`config.mk`:
```
export PLATFORM = sky130hd
export DESIGN_NAME = mtri_front
export DESIGN_NICKNAME = d
export VERILOG_FILES = /design/src/rtl/core/mtri_pkg.sv /design/src/rtl/core/mtri_front.sv
export SDC_FILE = /design/constraint.sdc
export NUM_CORES = 1
export LEC_CHECK = 0
export ABC_AREA = 1
export BUFFER_PORTS_ARGS = -buffer_cell sky130_fd_sc_hd__buf_2
export CAP_MARGIN = 25
export CORE_AREA = 2 2 434 436
export DETAILED_ROUTE_END_ITERATION = 8
export DIE_AREA = 0 0 436 438
export MAX_ROUTING_LAYER = met4
export PLACE_DENSITY = 0.32
export SLEW_MARGIN = 20
export SYNTH_ARGS = -nofsm -noshare
export SYNTH_HDL_FRONTEND = slang
export SYNTH_SLANG_ARGS = --single-unit
```
`constraint.sdc`:
```
create_clock -name clk_i -period 83.7 [get_ports clk_i]
set_clock_uncertainty 0.05 [all_clocks]
set_input_delay 25.11 -clock clk_i [delete_from_list [all_inputs] [get_ports clk_i]]
set_output_delay 25.11 -clock clk_i [all_outputs]
set_load 0.02 [all_outputs]
```
`src/rtl/core/mtri_pkg.sv`:
```
// Shared constants for the moving-triangle ray intersection block.
package mtri_pkg;

  localparam int DEF_COORD_BITS = 21;
  localparam int DEF_DIST_BITS  = 32;

  localparam int ALPHA_W = 17;
  localparam int FACE_W  = 20;
  localparam int SECT_W  = 8;
  localparam int MARK_W  = 2;
  localparam int CFG_W   = 32;

  localparam logic [ALPHA_W-1:0] ALPHA_ONE = 17'h10000;
  localparam logic [CFG_W-1:0]   CFG_RESET = 32'hFFFF_FFFF;

  // 0.001 in Q16.16, rounded up
  localparam int MIN_DIST = 66;

  // power of two, so the queue pointers wrap on their own
  localparam int QUEUE_DEPTH = 2;

  localparam int MARK_FIRST = 0;
  localparam int MARK_LAST  = 1;

endpackage

```
`src/rtl/core/mtri_front.sv`:
```
// Front end: takes requests, clamps the blend fraction and packs one queue item.
module mtri_front import mtri_pkg::*; #(
  parameter int CB = DEF_COORD_BITS,
  parameter int W  = 24 * CB + ALPHA_W + FACE_W + SECT_W + MARK_W
) (
  input  logic              clk_i,
  input  logic              rst_ni,
  input  logic              in_valid_i,
  output logic              in_ready_o,
  input  logic [3*CB-1:0]   ray_origin_i,
  input  logic [3*CB-1:0]   ray_dir_i,
  input  logic [3*CB-1:0]   before_vertex_a_i,
  input  logic [3*CB-1:0]   before_vertex_b_i,
  input  logic [3*CB-1:0]   before_vertex_c_i,
  input  logic [3*CB-1:0]   after_vertex_a_i,
  input  logic [3*CB-1:0]   after_vertex_b_i,
  input  logic [3*CB-1:0]   after_vertex_c_i,
  input  logic [ALPHA_W-1:0] blend_fraction_i,
  input  logic [FACE_W-1:0] face_id_i,
  input  logic [SECT_W-1:0] section_id_i,
  input  logic [MARK_W-1:0] ray_mark_i,
  output logic              item_valid_o,
  output logic [W-1:0]      item_o,
  input  logic              item_ready_i
);

  logic               vld_q;
  logic [W-1:0]       item_q;
  logic [ALPHA_W-1:0] alpha_c;

  // blend fractions above one mean fully moved
  assign alpha_c = (blend_fraction_i > ALPHA_ONE) ? ALPHA_ONE : blend_fraction_i;

  assign in_ready_o   = !vld_q || item_ready_i;
  assign item_valid_o = vld_q;
  assign item_o       = item_q;

  always_ff @(posedge clk_i or negedge rst_ni) begin
    if (!rst_ni) begin
      vld_q <= 1'b0;
    end else if (in_ready_o) begin
      vld_q <= in_valid_i;
    end
  end

  always_ff @(posedge clk_i) begin
    if (in_valid_i && in_ready_o) begin
      item_q <= {ray_mark_i[MARK_LAST], ray_mark_i[MARK_FIRST], section_id_i, face_id_i,
                 alpha_c, after_vertex_c_i, after_vertex_b_i, after_vertex_a_i,
                 before_vertex_c_i, before_vertex_b_i, before_vertex_a_i,
                 ray_dir_i, ray_origin_i};
    end
  end

endmodule

```
# After elaboration in Yosys (flattened, before gate mapping)
# Index checks and enable logic that the tools add are counted.
# word_totals
out_inout_bits	553
input_bits	555
reg_bits	552
word_cells	7
# classes
n_reduce_logical	3
magnitude_cmp	1
# ops
op	count
$gt A17 B17 Y1 const B	1
$logic_and A1 B1 Y1	1
$logic_not A1 Y1	1
$logic_or A1 B1 Y1	1

# Logic depth before layout (Yosys ltp)
# Gate-level depths: netlist of the first run.
# depth
word_depth	3
depth_mapped	6
depth_no_buf	5

# Worst setup path before layout of the first run
# Ideal clock, no wire load.
# synth_timing
path_kind	input to register
from	input in_valid_i
to	register item_q[0], in the netlist item_o[0], enable pin
cell_stages	2
t_arrival_ns	51.516
slack_ns	30.481
n_path_buf	0
path_cell_list	inv_1 a21oi_1
# synth_via
elab_chain_len	1
# synth_rtl
item	line_no	source
start: declaration	mtri_front.sv:8	input logic in_valid_i,
$logic_and A1 B1 Y1	mtri_front.sv:47	if (in_valid_i && in_ready_o) begin
end signal: assignment	mtri_front.sv:48	item_q <= {ray_mark_i[MARK_LAST], ray_mark_i[MARK_FIRST], section_id_i, face_id_i,
end: declaration	mtri_front.sv:28	logic [W-1:0] item_q;
# Every way passes these cells.
# A chain may end at the register's enable or synchronous reset.

# Worst setup path after layout of the first run
# layout_timing
from	input item_ready_i
to	output in_ready_o
# layout_via
elab_chain_len	1
# layout_rtl
item	line_no	source
start: declaration	mtri_front.sv:24	input logic item_ready_i
$logic_or A1 B1 Y1	mtri_front.sv:34	assign in_ready_o = !vld_q || item_ready_i;
end: declaration	mtri_front.sv:9	output logic in_ready_o,
# Every way passes these cells.

==> impl_metrics.csv, run 1 <==
group,metric,value,unit
power_and_ir_drop,ir_worst_vdd,15.2,uV
clocking,clk_pin_slew,60,ps
min_path,min_path_type,"reg2reg",
sta,hold_viol,0,
cells_and_area,fin_util,15.1,%
placement,dp_hpwl,86600,microns
min_path,hold_end,"item_valid_o$_DFFE_PN0P_",
worst_setup_path,crit_path_start_kind,"primary input",
worst_setup_path,ff2ff_path_depth,5,
cells_and_area,syn_to_final_growth,66.8,%
global_route,antenna_found_initial,85,
clocking,clock_sinks,552,
clocking,cts_max_path_buffers,3,
synthesis,synthDistinctLibCells,13,
power_and_ir_drop,p_leak,0.0110,uW
floorplanning,dieWidth,436,microns
cells_and_area,fillers,20900,
routing,drtIter0Drc,977,
floorplanning,rows,159,
clocking,cts_setup_buffers,0,
clocking,cts_root_buf,"clkbuf_16",
routing,ant_nets,0,
min_path,holdCritStartpoint,"item_valid_o$_DFFE_PN0P_",
cells_and_area,regArea,16600,sq um
global_route,grt_max_degree,150,
worst_setup_path,timing.reg2reg.setup_slack,79180,ps
routing,finalWirelength,104000,microns
sta,finalSetupViolations,0,
routing,wl_per_cell,23.7,microns
worst_setup_path,worstPathRequired,58540,ps
synthesis,postSynthAreaPerCell,27.8,sq um
sta,slew_headroom,33.0,%
sta,fin_crit,50780,ps
clocking,clock_latency,680,ps
cells_and_area,fin_area,28200,sq um
power_and_ir_drop,power_density,25.7,nW/um^2
worst_setup_path,worstPathCellList,"buf_2 -> inv_1 -> nand2_1 -> buf_2",
worst_setup_path,reg2reg_from,"item_valid_o$_DFFE_PN0P_",
floorplanning,num_io_pins,1108,
cells_and_area,multi_input_area,218,sq um
worst_setup_path,slowest_delay,170,ps
placement,port_buffers,1107,
cells_and_area,finalNetCount,2347,
floorplanning,start_util,9.05,%
routing,num_vias,11400,
cells_and_area,drive_above_1_share,66.7,%
clocking,cts_buffers,73,
sta,tns,0,ps
min_path,holdPathStages,2,
worst_setup_path,cp.arrival,25620,ps
clocking,cts_resized,0,
worst_setup_path,r2r_end,"item_o[536]$_DFFE_PP_",
sta,rsz0062_at_grt,"no",
worst_setup_path,cp_max_fo,2,
synthesis,ys_seq_area_share,98.2,%
synthesis,synth_nets,1163,
routing,drc,0,
outcome,outcome,"finished, final reports clean",
sta,finalMaxSlewViolations,0,
global_route,grt_pass1_wl,127000,microns
sta,final.period_utilization,60.7,%
floorplanning,die_area,191000,sq um
synthesis,syn_inst,608,
sta,worst_slew_pin_slew,1010,ps
sta,worst_slack,32920,ps
synthesis,syn_area,16900,sq um
placement,pre_cts_ws,32930,ps
worst_setup_path,path_common_cell,"buf_2",
floorplanning,core,187000,sq um
worst_setup_path,cp_num_buf_inv,3,
cells_and_area,layout_common_cells,"buf_2, edfxtp_1, clkbuf_16",
sta,timing.fmax,19.7,MHz
synthesis,synth-warning-count,0,
job,drv_cap,0,
placement,place_congestion,0.901,
clocking,cts_hold_buf,0,
clocking,htreeDepth,3,
routing,vias_per_cell,2.61,
clocking,cts_tree,"yes",
worst_setup_path,cp-end-kind,"primary output",
worst_setup_path,cp_top_family,"buffers and inverters",
worst_setup_path,timing_worst_setup_path_type,"in2out",
global_route,grt_pass1_vias,11400,
cells_and_area,layout_commonest_cell,"buf_2",
placement,placedInstanceArea,25600,sq um
worst_setup_path,crit_slowest_cell,"buf_2",
global_route,grt-ovfl-total,0,
routing,first_pass_iters,5,
synthesis,ys_ff_latch,552,
floorplanning,die_h,438,microns
global_route,grt_use_total,10.7,%
## per-stage QoR
| stage | cells | hold WS (ps) | power, uW |
|---|---|---|---|
| floorplan | 608 | 718 | 375 |
| global placement | 4212 | 608 | 401 |
| detailed placement | 4212 | 555 | 401 |
| CTS | 4344 | 572 | 741 |
| global route | 4361 | 610 | 753 |
| finish | 4373 | 581 | 724 |
## how the worst max path moves through the flow
stage | slack [ps] | start | endpoint | cells past startpoint
after floorplan | 30480 | in_valid_i | item_o[0]$_DFFE_PP_ | 2
after detailed placement | 32930 | item_ready_i | in_ready_o | 4
after CTS | 32930 | item_ready_i | in_ready_o | 4
after global placement | 32900 | item_ready_i | in_ready_o | 4
after global routing | 32900 | item_ready_i | in_ready_o | 4
final | 32920 | item_ready_i | in_ready_o | 4
## area by class of cell
| cell class | instances | share of cell area (%) |
|---|---|---|
| diodes | 29 | 0.258 |
| flip-flops and latches | 552 | 58.9 |
| inverters | 18 | 0.240 |
| multi-input cells | 34 | 0.773 |
| repair buffers | 1113 | 19.9 |
| well taps | 2495 | 11.1 |
| clock inverters | 44 | 2.17 |
| clock buffers | 88 | 6.69 |
## cell usage after synthesis (all sizes together)
cell type	n	area [sq um]
a21oi	17	130
nand2	7	33.8
buf	3	30.0
inv	18	67.6
edfxtp	551	16500
dfrtp	1	25.0
clkbuf	1	3.75
nor2	10	42.5
## layer usage
metal | global-route usage, % | up-vias | wire length (microns)
met2 | 16.8 | 759 | 49200
met4 | 2.71 | 0 | 2270
met5 | - | - | 0
met3 | 4.32 | 165 | 12000
li1 | - | 4860 | -
met1 | 12.6 | 5648 | 40100
## kinds of logic after synthesis
kind of cell,after synthesis,synth area share (%)
and+or+nand+nor,17,0.452
DFF,552,98.2
buffers and inverters,22,0.600
AOI/OAI and AO/OA,17,0.771
## registers in the layout, summed over array words and instances (netlist names)
name and count:
item_o 551, item_valid_o 1
## report_power, final
| part | internal (uW) | switching, uW |
|---|---|---|
| clock | 195 | 137 |
| combinational | 19.0 | 43.7 |
| sequential | 323 | 7.12 |
## tightest hold or removal path: stages, from the launching register on
cell and delay (ps):
dfrtp_1 430, nand2_1 100, nand2_1 60
No activity file was read; power rests on OpenSTA's default activity.
==> run 2, diff against run 1 <==
==> constraint.sdc (replaced) <==
create_clock -name clk_i -period 50 [get_ports clk_i]
set_clock_uncertainty 0.05 [all_clocks]
set_input_delay 15 -clock clk_i [delete_from_list [all_inputs] [get_ports clk_i]]
set_output_delay 15 -clock clk_i [all_outputs]
set_load 0.02 [all_outputs]
==> impl_metrics.csv, run 2 (synthesis gave the netlist of run 1 again) <==
group,metric,value,unit
cells_and_area,regArea,16600,sq um
power_and_ir_drop,power_frac_seq,47.8,%
worst_setup_path,r2r_end,"item_o[255]$_DFFE_PP_",
worst_setup_path,slowest_delay,170,ps
worst_setup_path,worstPathRequired,34950,ps
sta,final.period_utilization,61.1,%
floorplanning,die_h,438,microns
worst_setup_path,worstSetupPathDepth,4,
global_route,grt_use_total,10.6,%
clocking,htreeDepth,3,
power_and_ir_drop,power_density,41.6,nW/um^2
clocking,cts_max_path_buffers,3,
routing,vias_per_cell,2.62,
worst_setup_path,reg2reg_from,"item_valid_o$_DFFE_PN0P_",
worst_setup_path,crit_path_start_kind,"primary input",
sta,hold_viol,0,
global_route,grt-ovfl-total,0,
power_and_ir_drop,p_leak,0.0109,uW
cells_and_area,layout_commonest_cell,"buf_2",
placement,dp_hpwl,86900,microns
power_and_ir_drop,p_clk_share,43.1,%
worst_setup_path,path_common_cell,"buf_2",
floorplanning,start_util,9.05,%
clocking,clk_pin_slew,60,ps
routing,drtIter0Drc,950,
routing,num_vias,11400,
sta,finalMaxSlewViolations,0,
global_route,antenna_found_initial,75,
worst_setup_path,cp-end-kind,"primary output",
clocking,cts_root_buf,"clkbuf_16",
clocking,clock_latency,680,ps
min_path,min_path_type,"reg2reg",
placement,dp_cells,4215,
routing,first_pass_iters,5,
clocking,cts_resized,0,
power_and_ir_drop,internal-power,851,uW
outcome,outcome,"finished, final reports clean",
clocking,clock_sinks,552,
cells_and_area,multi_input_area,218,sq um
routing,wl_per_cell,23.7,microns
global_route,grt_max_degree,136,
power_and_ir_drop,ir_worst_vdd,24.9,uV
cells_and_area,fillers,20900,
worst_setup_path,cp.arrival,15480,ps
clocking,cts_tree,"yes",
worst_setup_path,cp_max_fo,2,
sta,finalSetupViolations,0,
worst_setup_path,worstPathCellList,"buf_2 -> inv_1 -> nand2_1 -> buf_2",
global_route,grt_pass1_wl,127000,microns
global_route,grt_pass1_vias,11400,
worst_setup_path,crit_slowest_cell,"buf_2",
sta,timing.fmax,32.8,MHz
placement,port_buffers,1107,
placement,place_congestion,0.897,
routing,drc,0,
sta,tns,0,ps
floorplanning,rows,159,
sta,worst_slew_pin_slew,917,ps
cells_and_area,finalNetCount,2349,
floorplanning,dieWidth,436,microns
cells_and_area,instances_no_fill,4354,
floorplanning,core,187000,sq um
clocking,cts_buffers,72,
clocking,cts_setup_buffers,0,
worst_setup_path,crit_path_end,"in_ready_o",
power_and_ir_drop,power_frac_comb,9.1,%
power_and_ir_drop,p_sw,307,uW
worst_setup_path,cp_top_family,"buffers and inverters",
worst_setup_path,timing.reg2reg.setup_slack,45460,ps
routing,finalWirelength,103000,microns
worst_setup_path,timing_worst_setup_path_type,"in2out",
cells_and_area,layout_common_cells,"buf_2, edfxtp_1, clkbuf_16",
floorplanning,num_io_pins,1108,
cells_and_area,largest_reg_flops,551,
sta,fin_crit,30530,ps
floorplanning,die_area,191000,sq um
worst_setup_path,ff2ff_path_depth,5,
cells_and_area,drive_above_1_share,66.4,%
routing,ant_nets,0,
cells_and_area,syn_to_final_growth,65.1,%
job,drv_cap,0,
clocking,cts_hold_buf,0,
power_and_ir_drop,switching_share,26.5,%
sta,rsz0062_at_grt,"no",
worst_setup_path,crit_start,"item_ready_i",
worst_setup_path,cp_num_buf_inv,3,
sta,slew_headroom,38.9,%
## run 2: routing by layer
layer,vias to the layer above,global-route usage [%],part of all wire (%)
li1,4852,-,-
met1,5693,12.6,40
met2,701,16.6,47
met3,174,4.36,10
met4,0,2.80,2.3
met5,-,-,0
## run 2: cell type report
type	instances	share of cell area, %
Sequential cell	552	59.5
Inverter	18	0.242
Clock buffer	87	6.67
Antenna cell	22	0.198
Multi-Input combinational cell	34	0.781
Tap cell	2495	11.2
Timing Repair Buffer	1116	20.2
Clock inverter	30	1.21
## run 2: worst min-delay path by stage
stage,cells past startpoint,to,start
finish,2,item_valid_o$_DFFE_PN0P_,item_valid_o$_DFFE_PN0P_
global route,2,item_valid_o$_DFFE_PN0P_,item_valid_o$_DFFE_PN0P_
CTS,2,item_valid_o$_DFFE_PN0P_,item_valid_o$_DFFE_PN0P_
detailed placement,2,item_valid_o$_DFFE_PN0P_,item_valid_o$_DFFE_PN0P_
global placement,2,item_valid_o$_DFFE_PN0P_,item_valid_o$_DFFE_PN0P_
floorplan,2,item_valid_o$_DFFE_PN0P_,item_valid_o$_DFFE_PN0P_
## run 2: power by group through the flow
| stage | sequential, uW | clock (uW) | combinational, uW |
|---|---|---|---|
| after floorplan | 618 | 0 | 9.52 |
| after global placement | 563 | 0 | 109 |
| after detailed placement | 562 | 0 | 109 |
| after CTS | 553 | 523 | 109 |
| after global routing | 555 | 538 | 113 |
| final | 553 | 499 | 106 |
## run 2: worst register-to-register path: cells and delay by family (launching register included)
family          cells  cell delay (ps)
compound gates      1              520
buf+inv             4             3090
flops               1              430
## run 2: through the flow
step	cell area [sq um]	setup slack [ps]	hold slack, ps	util (%)	total power [uW]
floorplan	16900	6890	718	-	627
global placement	25600	19440	630	13.7	672
detailed placement	25600	19480	569	13.7	671
CTS	27800	19470	583	14.9	1190
global route	27900	19460	618	14.9	1210
finish	27900	19470	580	14.9	1160
