--- src/rtl/core/mtri_pkg.sv ---
// Shared constants for the moving-triangle ray intersection block.
package mtri_pkg;

  localparam int DEF_COORD_BITS = 21;
  localparam int DEF_DIST_BITS  = 32;

  localparam int ALPHA_W = 17;
  localparam int FACE_W  = 20;
  localparam int SECT_W  = 8;
  localparam int MARK_W  = 2;
  localparam int CFG_W   = 32;

  localparam logic [ALPHA_W-1:0] ALPHA_ONE = 17'h10000;
  localparam logic [CFG_W-1:0]   CFG_RESET = 32'hFFFF_FFFF;

  // 0.001 in Q16.16, rounded up
  localparam int MIN_DIST = 66;

  // power of two, so the queue pointers wrap on their own
  localparam int QUEUE_DEPTH = 2;

  localparam int MARK_FIRST = 0;
  localparam int MARK_LAST  = 1;

endpackage

--- src/rtl/core/mtri_queue.sv ---
// Short queue between the front end and the intersection back end.
module mtri_queue import mtri_pkg::*; #(
  parameter int W = 24 * DEF_COORD_BITS + ALPHA_W + FACE_W + SECT_W + MARK_W
) (
  input  logic         clk_i,
  input  logic         rst_ni,
  input  logic         wr_valid_i,
  output logic         wr_ready_o,
  input  logic [W-1:0] wr_data_i,
  output logic         rd_valid_o,
  input  logic         rd_ready_i,
  output logic [W-1:0] rd_data_o
);

  localparam int AW = (QUEUE_DEPTH > 1) ? $clog2(QUEUE_DEPTH) : 1;
  localparam int NW = $clog2(QUEUE_DEPTH + 1);

  logic [W-1:0]  mem_q [QUEUE_DEPTH];
  logic [AW-1:0] wr_ptr_q, rd_ptr_q;
  logic [NW-1:0] cnt_q;
  logic          push, pop;

  assign wr_ready_o = cnt_q != NW'(QUEUE_DEPTH);
  assign rd_valid_o = cnt_q != '0;
  assign rd_data_o  = mem_q[rd_ptr_q];
  assign push       = wr_valid_i && wr_ready_o;
  assign pop        = rd_valid_o && rd_ready_i;

  always_ff @(posedge clk_i or negedge rst_ni) begin
    if (!rst_ni) begin
      wr_ptr_q <= '0;
      rd_ptr_q <= '0;
      cnt_q    <= '0;
    end else begin
      if (push) wr_ptr_q <= wr_ptr_q + 1'b1;
      if (pop)  rd_ptr_q <= rd_ptr_q + 1'b1;
      if (push && !pop) begin
        cnt_q <= cnt_q + 1'b1;
      end else if (pop && !push) begin
        cnt_q <= cnt_q - 1'b1;
      end
    end
  end

  always_ff @(posedge clk_i) begin
    if (push) mem_q[wr_ptr_q] <= wr_data_i;
  end

endmodule

--- config.mk ---
export PLATFORM = sky130hd
export DESIGN_NAME = mtri_queue
export DESIGN_NICKNAME = d
export VERILOG_FILES = /design/src/rtl/core/mtri_pkg.sv /design/src/rtl/core/mtri_queue.sv
export SDC_FILE = /design/constraint.sdc
export NUM_CORES = 1
export LEC_CHECK = 0
export BUFFER_PORTS_ARGS = -buffer_cell sky130_fd_sc_hd__buf_2
export CAP_MARGIN = 20
export CORE_AREA = 2 2 432 434
export DETAILED_ROUTE_END_ITERATION = 6
export DIE_AREA = 0 0 434 436
export GPL_TIMING_DRIVEN = 0
export PLACE_DENSITY = 0.36
export SLEW_MARGIN = 30
export SYNTH_ARGS = -nofsm -noshare
export SYNTH_HDL_FRONTEND = slang
export SYNTH_SLANG_ARGS = --single-unit
export TNS_END_PERCENT = 100
--- constraint.sdc ---
create_clock -name clk_i -period 60.2 [get_ports clk_i]
set_input_delay 3.01 -clock clk_i [delete_from_list [all_inputs] [get_ports clk_i]]
set_output_delay 3.01 -clock clk_i [all_outputs]
set_load 0.01 [all_outputs]
; ---- Word level (Yosys, flattened, before mapping)
; Memory sizes are Yosys's and may differ from the RTL's.
; Index checks and enable logic that the tools add are counted.
[word_totals]
latchBits = 0
register_bits = 4
wordCells = 21
ram_bits = 1102
rom_bits = 0
output_inout_bits = 553
n_memories = 1
[classes]
add_sub_neg = 4
multipliers = 0
bitwise = 0
magnitude_cmp = 0
eq_ne = 1
shifts = 0
mux = 4
n_reduce_logical = 8
div_mod_pow = 0
[memory_table]
columns = name, words, word_bits, rd, rd_clocked_by_memory_dff, wr, line_no
row1 = mem_q, 2, 551, 1, 0, 1, mtri_queue.sv:18  ; logic [W-1:0] mem_q [QUEUE_DEPTH];
[ops]
columns = cell, n
row1 = logical AND 1 bit, 4
row2 = 2-to-1 mux 2 bit, 2
row3 = nonzero test 2 bit, 2
row4 = adder 1 bit (second input constant), 2
row5 = adder 2 x 1 -> 2 bit (second input constant), 1
row6 = logical NOT 1 bit, 2
row7 = 2-to-1 mux 1 bit, 2
row8 = != test 2 bit (second input constant), 1
row9 = subtractor 2 x 1 -> 2 bit (second input constant), 1

; ---- Longest topological paths before layout
; Gate-level depths: netlist of the first run.
[depth]
ltp_word = 6
depth_mapped = 7
ltp_nobuf = 7

; ---- Worst setup path after synthesis of the first run
; OpenSTA, ideal clock, no wires.
[synth_timing]
path_kind = input to register
from = in wr_valid_i
to = mem mem_q[0][0] (netlist bit) (enable)
stages = 2
setup_time_ns = 1.478
slack_ns = 32.836
arrival_ns = 25.885
required_time_ns = 58.722
cell_sequence = nand2_1 > nor2_1
[synth_between]
elab_chain_len = 3
[synth_lines]
columns = item, line_no
row1 = "start, declared", mtri_queue.sv:7  ; input logic wr_valid_i,
row2 = logical AND 1 bit, mtri_queue.sv:26  ; assign push = wr_valid_i && wr_ready_o;
row3 = 2-to-1 mux 1 bit, mtri_queue.sv:46  ; if (push) mem_q[wr_ptr_q] <= wr_data_i;
row4 = 2-to-1 mux 1 bit (implied by the code), mtri_queue.sv:46
row5 = "end, declared", mtri_queue.sv:18
; No other way between the ends.

; ---- Worst setup path after layout of the first run
[layout_timing]
from = reg rd_ptr_q
to = out rd_data_o[152]
[layout_between]
elab_chain_len = 1
[layout_lines]
columns = item, line_no
row1 = "start, declared", mtri_queue.sv:19  ; logic [AW-1:0] wr_ptr_q, rd_ptr_q;
row2 = "start signal, assigned", mtri_queue.sv:36  ; if (pop) rd_ptr_q <= rd_ptr_q + 1'b1;
row3 = memory read (2 x 551 bit), -
row4 = "end, declared", mtri_queue.sv:12  ; output logic [W-1:0] rd_data_o
; No other way between the ends.

==> results by group, run 1 <==
Status
  – Run status: complete, no violations

Yosys
  – Mapped Nets: about 2300
  – Avg Inst Size Synth: around 23 sq um
  – Commonest cells post-synth: edfxtp_1 (1102), mux2_2 (502), mux2_1 (49)
  – Post-synth cell types: 15
  – Synthesized instance count: about 1700
  – Number of synthesized register bits: 1106
  – Area leader, netlist: edfxtp_1
  – Sequential-to-total area share from yosys stat: roughly 83%
  – Top-count cell post-synth: edfxtp_1
  – Cell area after synthesis: approximately 40000 sq um
  – Post-synth top area share: approximately 83%
  – Post-synth top flop: edfxtp_1
  – Post-synth EDFFs: 1102
  – Top post-synthesis cells by area: edfxtp_1 (83%), mux2_2 (14%), mux2_1 (1.4%), buf_6 (0.87%), buf_2 (0.38%)
  – Async S/R FF share, synth: less than 1%
  – YS warnings: 0

Placed design
  – PortBufs: around 1100
  – Post-detail-place hpwl: approximately 110 mm
  – Final Wtd Congestion: between 0.8 and 0.9
  – Dpl cell area: 50100 sq um

Drt
  – Max Used Layer: met5
  – Vias/cell: just under 4
  – WL met2: slightly above 70 mm
  – Met1 WL: about 52 mm
  – Post-route ant nets: 0
  – DR vias: 21900
  – Total routed wirelength: roughly 140 mm
  – Routed wire per std cell: around 25 um
  – Wire length on met3: just over 10 mm
  – # DRC: 0
  – DR iter-0 viols: between 1000 and 1500
  – TritonRoute pass-1 iters: 6

Power and ir drop
  – Peak supply drop: ~0.027 mV
  – PwrDens: around 51 nW/um^2
  – Static Leak: 19.8 nW

STA
  – Post-route setup TNS: 0 ns
  – Worst-Margin Slew: approximately 0.55 ns
  – RSZ-0062 raised after global routing: no
  – # setup viols final: 0
  – Max-slew headroom: a little over three fifths
  – Tcrit/Tclk final: under 10%
  – Clock Skew: ~0.021 ns
  – Max Clock Freq: about 170 MHz
  – Final hold violation count: 0
  – Final Max Tran Viols: 0
  – Min cycle time layout: roughly 5.7 ns

Global routing
  – Initial antenna violation count: around 110
  – Pin count of the biggest net entering global routing: 40
  – Vias in the first global route: roughly 22000
  – Grt total ovfl: 0
  – First-pass GRT wire length: approximately 190 mm
  – GRT Util Overall: between 10 and 15%

Clock network
  – CTS tree: built
  – Post-CTS setup buffers: 0
  – Clock slew at reported path FFs: around 0.06 ns
  – CTS root buf: clkbuf_16
  – # hold bufs at CTS: 0
  – H-tree depth: 4
  – CTS sink cnt: ~1100
  – CTS max path bufs: 3
  – PostCTS Resize Cnt: 0
  – Clock latency on the worst-skew pair: between 0.7 and 0.8 ns
  – Num CTS Buffers: about 140

Min path
  – Number of cells on the worst hold path: 1
  – Hold WC Path Type: register to register

Cells and area
  – Layout Nets: 3588
  – Ratio of cells with drive above 1 in the final layout: between 60% and 70%
  – Final instance area: between 50000 and 60000 sq um
  – Layout area overhead: 35.5%

Critical path
  – Worst EP required: ~57 ns
  – Critical path launch point type: register
  – Most frequent CP cell: buf_2
  – CP max FO: 10
  – Critical path class: register to output port
  – Crit path cell chain: buf_2 > buf_2 > mux2_2 > buf_2
  – Worst setup EP type: output port
  – Critical Path AT: 2.73 ns
  – Max incr delay on CP: a little over 0.5 ns
  – CP max-delay cell: buf_2
  – Reg2Reg Depth: 7

Floorplanning
  – Die span in x: roughly 430 um
  – Initial Util: a little over a fifth
  – Die area: about 190000 sq um
  – Core region area: approximately 180000 sq um
  – Ports: 1108
  – Chip height: roughly 440 um
  – FP Rows: roughly 160

Run
  – Max Cap Viol: 0
-- cell usage in the layout, fill, tap and decap left out --
cell	netlist	final
buf_2	30	1137
edfxtp_1	1102	1102
mux2_2	502	502
clkbuf_16	0	137
mux2_1	49	49
buf_16	0	44
clkbuf_1	0	36
buf_6	31	31
clkinv_1	0	31
clkinv_2	0	17
diode_2	0	9
buf_12	0	8
inv_6	0	7
dfrtp_1	4	4
xnor2_1	3	3
inv_16	0	3
bufinv_16	0	3
buf_8	0	3
nand2_1	2	2
xor2_1	2	2
clkinv_8	0	2
clkinv_16	0	2
clkinvlp_4	0	2
nand2b_1	1	1
inv_1	1	1
or2_2	1	1
and3_4	0	1
nor2_4	0	1
nor2_1	2	1
ha_1	1	1
clkinv_4	0	1
-- cells by family after synthesis --
kind of cell               after synthesis  synth area share (%)
xor gates and xnor gates                 5                 0.110
adders and majority gates                1                0.0313
buffers and inverters                   62                  1.26
DFF                                   1106                  83.0
muxes                                  551                  15.5
and+or+nand+nor                          7                0.0845
-- flip-flops by register name (all words and copies together) (netlist names) --
register / cells
mem_q: 1102
cnt_q: 2
rd_ptr_q: 1
wr_ptr_q: 1
-- path summary, 6_finish.rpt --
check / from / end / slack [ns]
setup / recovery: rd_ptr_q$_DFFE_PN0P_ / rd_data_o[152] / 54.46
hold / removal: cnt_q[1]$_DFFE_PN0P_ / cnt_q[1]$_DFFE_PN0P_ / 0.48
setup reg to reg: cnt_q[0]$_DFFE_PN0P_ / mem_q[1][500]$_DFFE_PP_ / 57.26
hold reg to reg: cnt_q[1]$_DFFE_PN0P_ / cnt_q[1]$_DFFE_PN0P_ / 0.48
max in group asynchronous: rst_ni / wr_ptr_q$_DFFE_PN0P_ / 58.04
min in group asynchronous: rst_ni / cnt_q[1]$_DFFE_PN0P_ / 2.04
-- final cells by class --
cell class | instances | area, sq um
fillers | 18700 | 130000
flip-flops and latches | 1106 | 33200
repair buffers | 1162 | 6960
multi-input cells | 564 | 6310
clock buffers | 173 | 3560
well taps | 2480 | 3100
clock inverters | 68 | 529
plain buffers | 61 | 499
diodes | 9 | 22.5
inverters | 1 | 3.75
-- where the power goes --
group / leakage (nW) / switching (W) / internal (W)
logic: 7.49 / 0.000528 / 0.000381
clock network: 1.99 / 0.000328 / 0.000434
registers: 10.3 / 0.0000287 / 0.00105
total: 19.8 / 0.000885 / 0.00186
-- worst max-delay path: cells and delay by family, from the launching register on --
kind                   cells  cell delay, ns
buffers and inverters      3            1.16
multiplexers               1            0.44
flip-flops                 1            0.35
-- metal layers --
| metal | up-vias | global-route usage (%) |
|---|---|---|
| li1 | 9615 | - |
| met1 | 11000 | 15.9 |
| met2 | 813 | 25.3 |
| met3 | 350 | 4.93 |
| met4 | 64 | 4.11 |
| met5 | - | 0 |
-- per-stage QoR --
step / instances / worst slack, ns / utilization, % / hold slack, ns / total power, W
after floorplan: 1732 / 32.84 / - / 0.456 / 0.00170
after global placement: 5319 / 12.94 / 26.3 / 0.479 / 0.00226
after detailed placement: 5374 / 54.68 / 27.1 / 0.484 / 0.00204
after CTS: 5615 / 54.19 / 29.3 / 0.493 / 0.00282
after global routing: 5619 / 54.24 / 29.3 / 0.510 / 0.00289
final: 5624 / 54.46 / 29.3 / 0.485 / 0.00275
Note: power is estimated with default switching activity, not from simulation.
==> run 2: changes to the inputs <==
Settings changed: ABC_AREA from default to 1, CORE_AREA 2 2 432 434 to 2 2 433 435, DIE_AREA 0 0 434 436 to 0 0 435 437.
Clock period 60.2 ns to 5.7 ns, I/O delays scaled along.
==> results by group, run 2 <==
Clock network
  – CTS tree: built
  – CTS max path bufs: 3 (unchanged)
  – Clock slew at reported path FFs: 0.06 ns (about the same)
  – Num CTS Buffers: 136 (unchanged)
  – H-tree depth: 4 (unchanged)
  – PostCTS Resize Cnt: 0 (unchanged)
  – CTS root buf: clkbuf_16
  – CTS sink cnt: 1106 (unchanged)
  – Clock latency on the worst-skew pair: 0.78 ns (about the same)
  – Post-CTS setup buffers: 0 (unchanged)
  – # hold bufs at CTS: 555 (+555)

Placed design
  – PortBufs: 1107 (unchanged)
  – Dpl cell area: 50900 sq um (+1.6%)
  – Final Wtd Congestion: 0.856 (+3.1%)
  – Post-detail-place hpwl: 119 mm (+12%)
  – Pre-CTS WS: 2.99 ns (-51.69 ns)

Critical path
  – Worst setup EP type: output port
  – Critical Path AT: 2.74 ns (about the same)
  – Worst EP required: 5.41 ns (-51.78 ns)
  – Crit path cell chain: buf_2 > buf_4 > buf_4 > buf_2 > nand2_1 > nand2_1 > buf_2
  – Critical path class: register to output port
  – CP max FO: 10 (unchanged)
  – Max incr delay on CP: 0.39 ns (-0.12 ns)
  – CP max-delay cell: buf_2
  – Critical path launch point type: register
  – Crit path max-delay family: buffers and inverters
  – Crit path buf inv count: 5 (+2)
  – Most frequent CP cell: buf_2

Drt
  – Total routed wirelength: 155 mm (+12%)
  – DR vias: 28400 (+30%)
  – DR iter-0 viols: 1370 (+35%)
  – # DRC: 0 (unchanged)
  – TritonRoute pass-1 iters: 5 (-1)
  – Post-route ant nets: 0 (unchanged)
  – Vias/cell: 3.85 (-1.1%)
  – Routed wire per std cell: 21.0 um (-14%)

Cells and area
  – Top reg by flops: mem_q
  – Commonest non-fill, non-tap cell in the layout: nand2_1
  – Layout Nets: 5337 (+49%)
  – Filler Cell Count: 18800 (+1.0%)
  – Layout area overhead: 50.3%
  – Register Area: 33200 sq um (unchanged)
  – Area of the multi-input gates: 6330 sq um (+0.30%)
  – Max reg flops: 1102 (unchanged)
  – Ratio of cells with drive above 1 in the final layout: 30.3% (-30 points)
  – Largest regs: mem_q x1102, cnt_q x2
  – Most frequent cells in the layout: nand2_1 (1661), buf_2 (1197), edfxtp_1 (1102)
  – Final instance area: 60500 sq um (+12%)

Global routing
  – First-pass GRT wire length: 218 mm (+17%)
  – Vias in the first global route: 28800 (+29%)
  – Initial antenna violation count: 46 (-60%)
  – Pin count of the biggest net entering global routing: 21 (-48%)
  – Grt total ovfl: 0 (unchanged)
  – GRT Util Overall: 16.0% (+1.8 points)

Floorplanning
  – Initial Util: 21.7% (+0.076 points)
  – FP Rows: 158 (unchanged)
  – Die span in x: 435 um (+0.23%)
  – Chip height: 437 um (+0.23%)
  – Ports: 1108 (unchanged)
  – Die area: 190000 sq um (+0.46%)
  – Core region area: 185000 sq um (+0.21%)

Min path
  – Hold WC Path Type: input port to register

Yosys
  – Avg Inst Size Synth: 13.8 sq um (-40%)
  – Commonest cells post-synth: nand2_1 (1663), edfxtp_1 (1102), buf_2 (90)
  – Post-synth EDFFs: 1102 (unchanged)
  – Post-synth top area share: 82.3% (-0.47 points)
  – Post-synth cell types: 16 (+1)
  – Synthesized instance count: 2907 (+68%)
  – Top post-synthesis cells by area: edfxtp_1 (82%), nand2_1 (16%), buf_2 (1.1%), buf_4 (0.52%), dfrtp_1 (0.25%)
  – Async S/R FF share, synth: 0.362% (unchanged)
  – Cell area after synthesis: 40200 sq um (+0.57%)
  – Area leader, netlist: edfxtp_1
  – YS warnings: 0 (unchanged)
  – Post-synth top flop: edfxtp_1
  – Sequential-to-total area share from yosys stat: 82.5% (-0.47 points)
  – Mapped Nets: 3463 (+51%)
  – Top-count cell post-synth: nand2_1
  – Number of synthesized register bits: 1106 (unchanged)

STA
  – Clock Skew: 0.0230 ns (+0.00169 ns)
  – Max Clock Freq: between 300 and 400 MHz
  – Final hold violation count: 0 (unchanged)
  – Final Max Tran Viols: 0 (unchanged)
  – Tcrit/Tclk final: 53.1%
  – Worst-Margin Slew: 0.658 ns (+0.108 ns)
  – RSZ-0062 raised after global routing: no
  – Worst Setup Slack, final: 2.67 ns (-51.79 ns)
  – # setup viols final: 0 (unchanged)
  – Max-slew headroom: 56.0% (-7.3 points)
  – Min cycle time layout: approximately 3.0 ns

Power and ir drop
  – Peak supply drop: 0.246 mV (+810%)
  – Static Leak: 25.3 nW (+28%)
  – PwrDens: 512 nW/um^2 (+910%)

Run
  – Max Cap Viol: 0 (unchanged)

Status
  – Run status: complete, no violations
-- run 2: cell types whose count changed after synthesis, sizes merged, moves of 2 or more --
cell | previous run | this run
xnor2 | 3 | 1
mux2 | 551 | 0
clkbuf | 0 | 3
inv | 1 | 7
nand2 | 2 | 1663
nand3 | 0 | 2
buf | 61 | 120
-- run 2: cell type report --
| cell class | instances | area share, % |
|---|---|---|
| tap | 2480 | 5.13 |
| inverter | 7 | 0.0435 |
| clock inverter | 57 | 0.679 |
| sequential | 1106 | 54.9 |
| buffer | 123 | 1.16 |
| multi-input combinational | 1671 | 10.5 |
| clock buffer | 173 | 5.96 |
| timing repair buffer | 1736 | 21.6 |
| antenna | 15 | 0.0621 |
-- run 2: report_power, final --
group | internal, W | switching [W]
registers | 0.0111 | 0.000339
clock network | 0.00459 | 0.00340
logic | 0.00388 | 0.00767
total | 0.0195 | 0.0114
-- run 2: final timing paths --
path                                       from                 endpoint  slack, ns  depth (start not counted)
setup reg to reg           cnt_q[0]$_DFFE_PN0P_  mem_q[0][250]$_DFFE_PP_       3.01                         11
min in group asynchronous                rst_ni     wr_ptr_q$_DFFE_PN0P_       0.49                          3
hold reg to reg            cnt_q[0]$_DFFE_PN0P_     cnt_q[0]$_DFFE_PN0P_       0.52                          1
hold / removal                   wr_data_i[240]  mem_q[0][240]$_DFFE_PP_       0.23                          2
max in group asynchronous                rst_ni     rd_ptr_q$_DFFE_PN0P_       5.01                          3
setup / recovery           rd_ptr_q$_DFFE_PN0P_           rd_data_o[435]       2.67                          7
-- run 2: cells by family after synthesis --
kind of cell / Yosys count / share of synthesized area (%)
fa+ha+maj: 1 / 0.0311
buf+inv: 130 / 1.81
simple gates: 1668 / 15.6
xor+xnor: 2 / 0.0436
flops: 1106 / 82.5
-- run 2: routing by layer --
layer	vias to the layer above	global-route usage (%)	routed length, um
met5	-	0	126
met4	22	5.12	4810
met3	262	4.86	9820
met2	824	29.0	81000
met1	13500	17.7	59100
li1	13700	-	-
-- run 2: through the flow --
stage	total power [W]	setup TNS [ns]	cells	hold slack, ns	util [%]
after floorplan	0.0170	-3810.65	2907	-0.0106	-
after global placement	0.0216	-	6494	0.107	26.4
after global routing	0.0328	0	7361	0.168	32.7
after detailed placement	0.0232	0	6568	0.110	27.5
final	0.0309	0	7368	0.228	32.7
after CTS	0.0318	0	7353	0.136	32.7
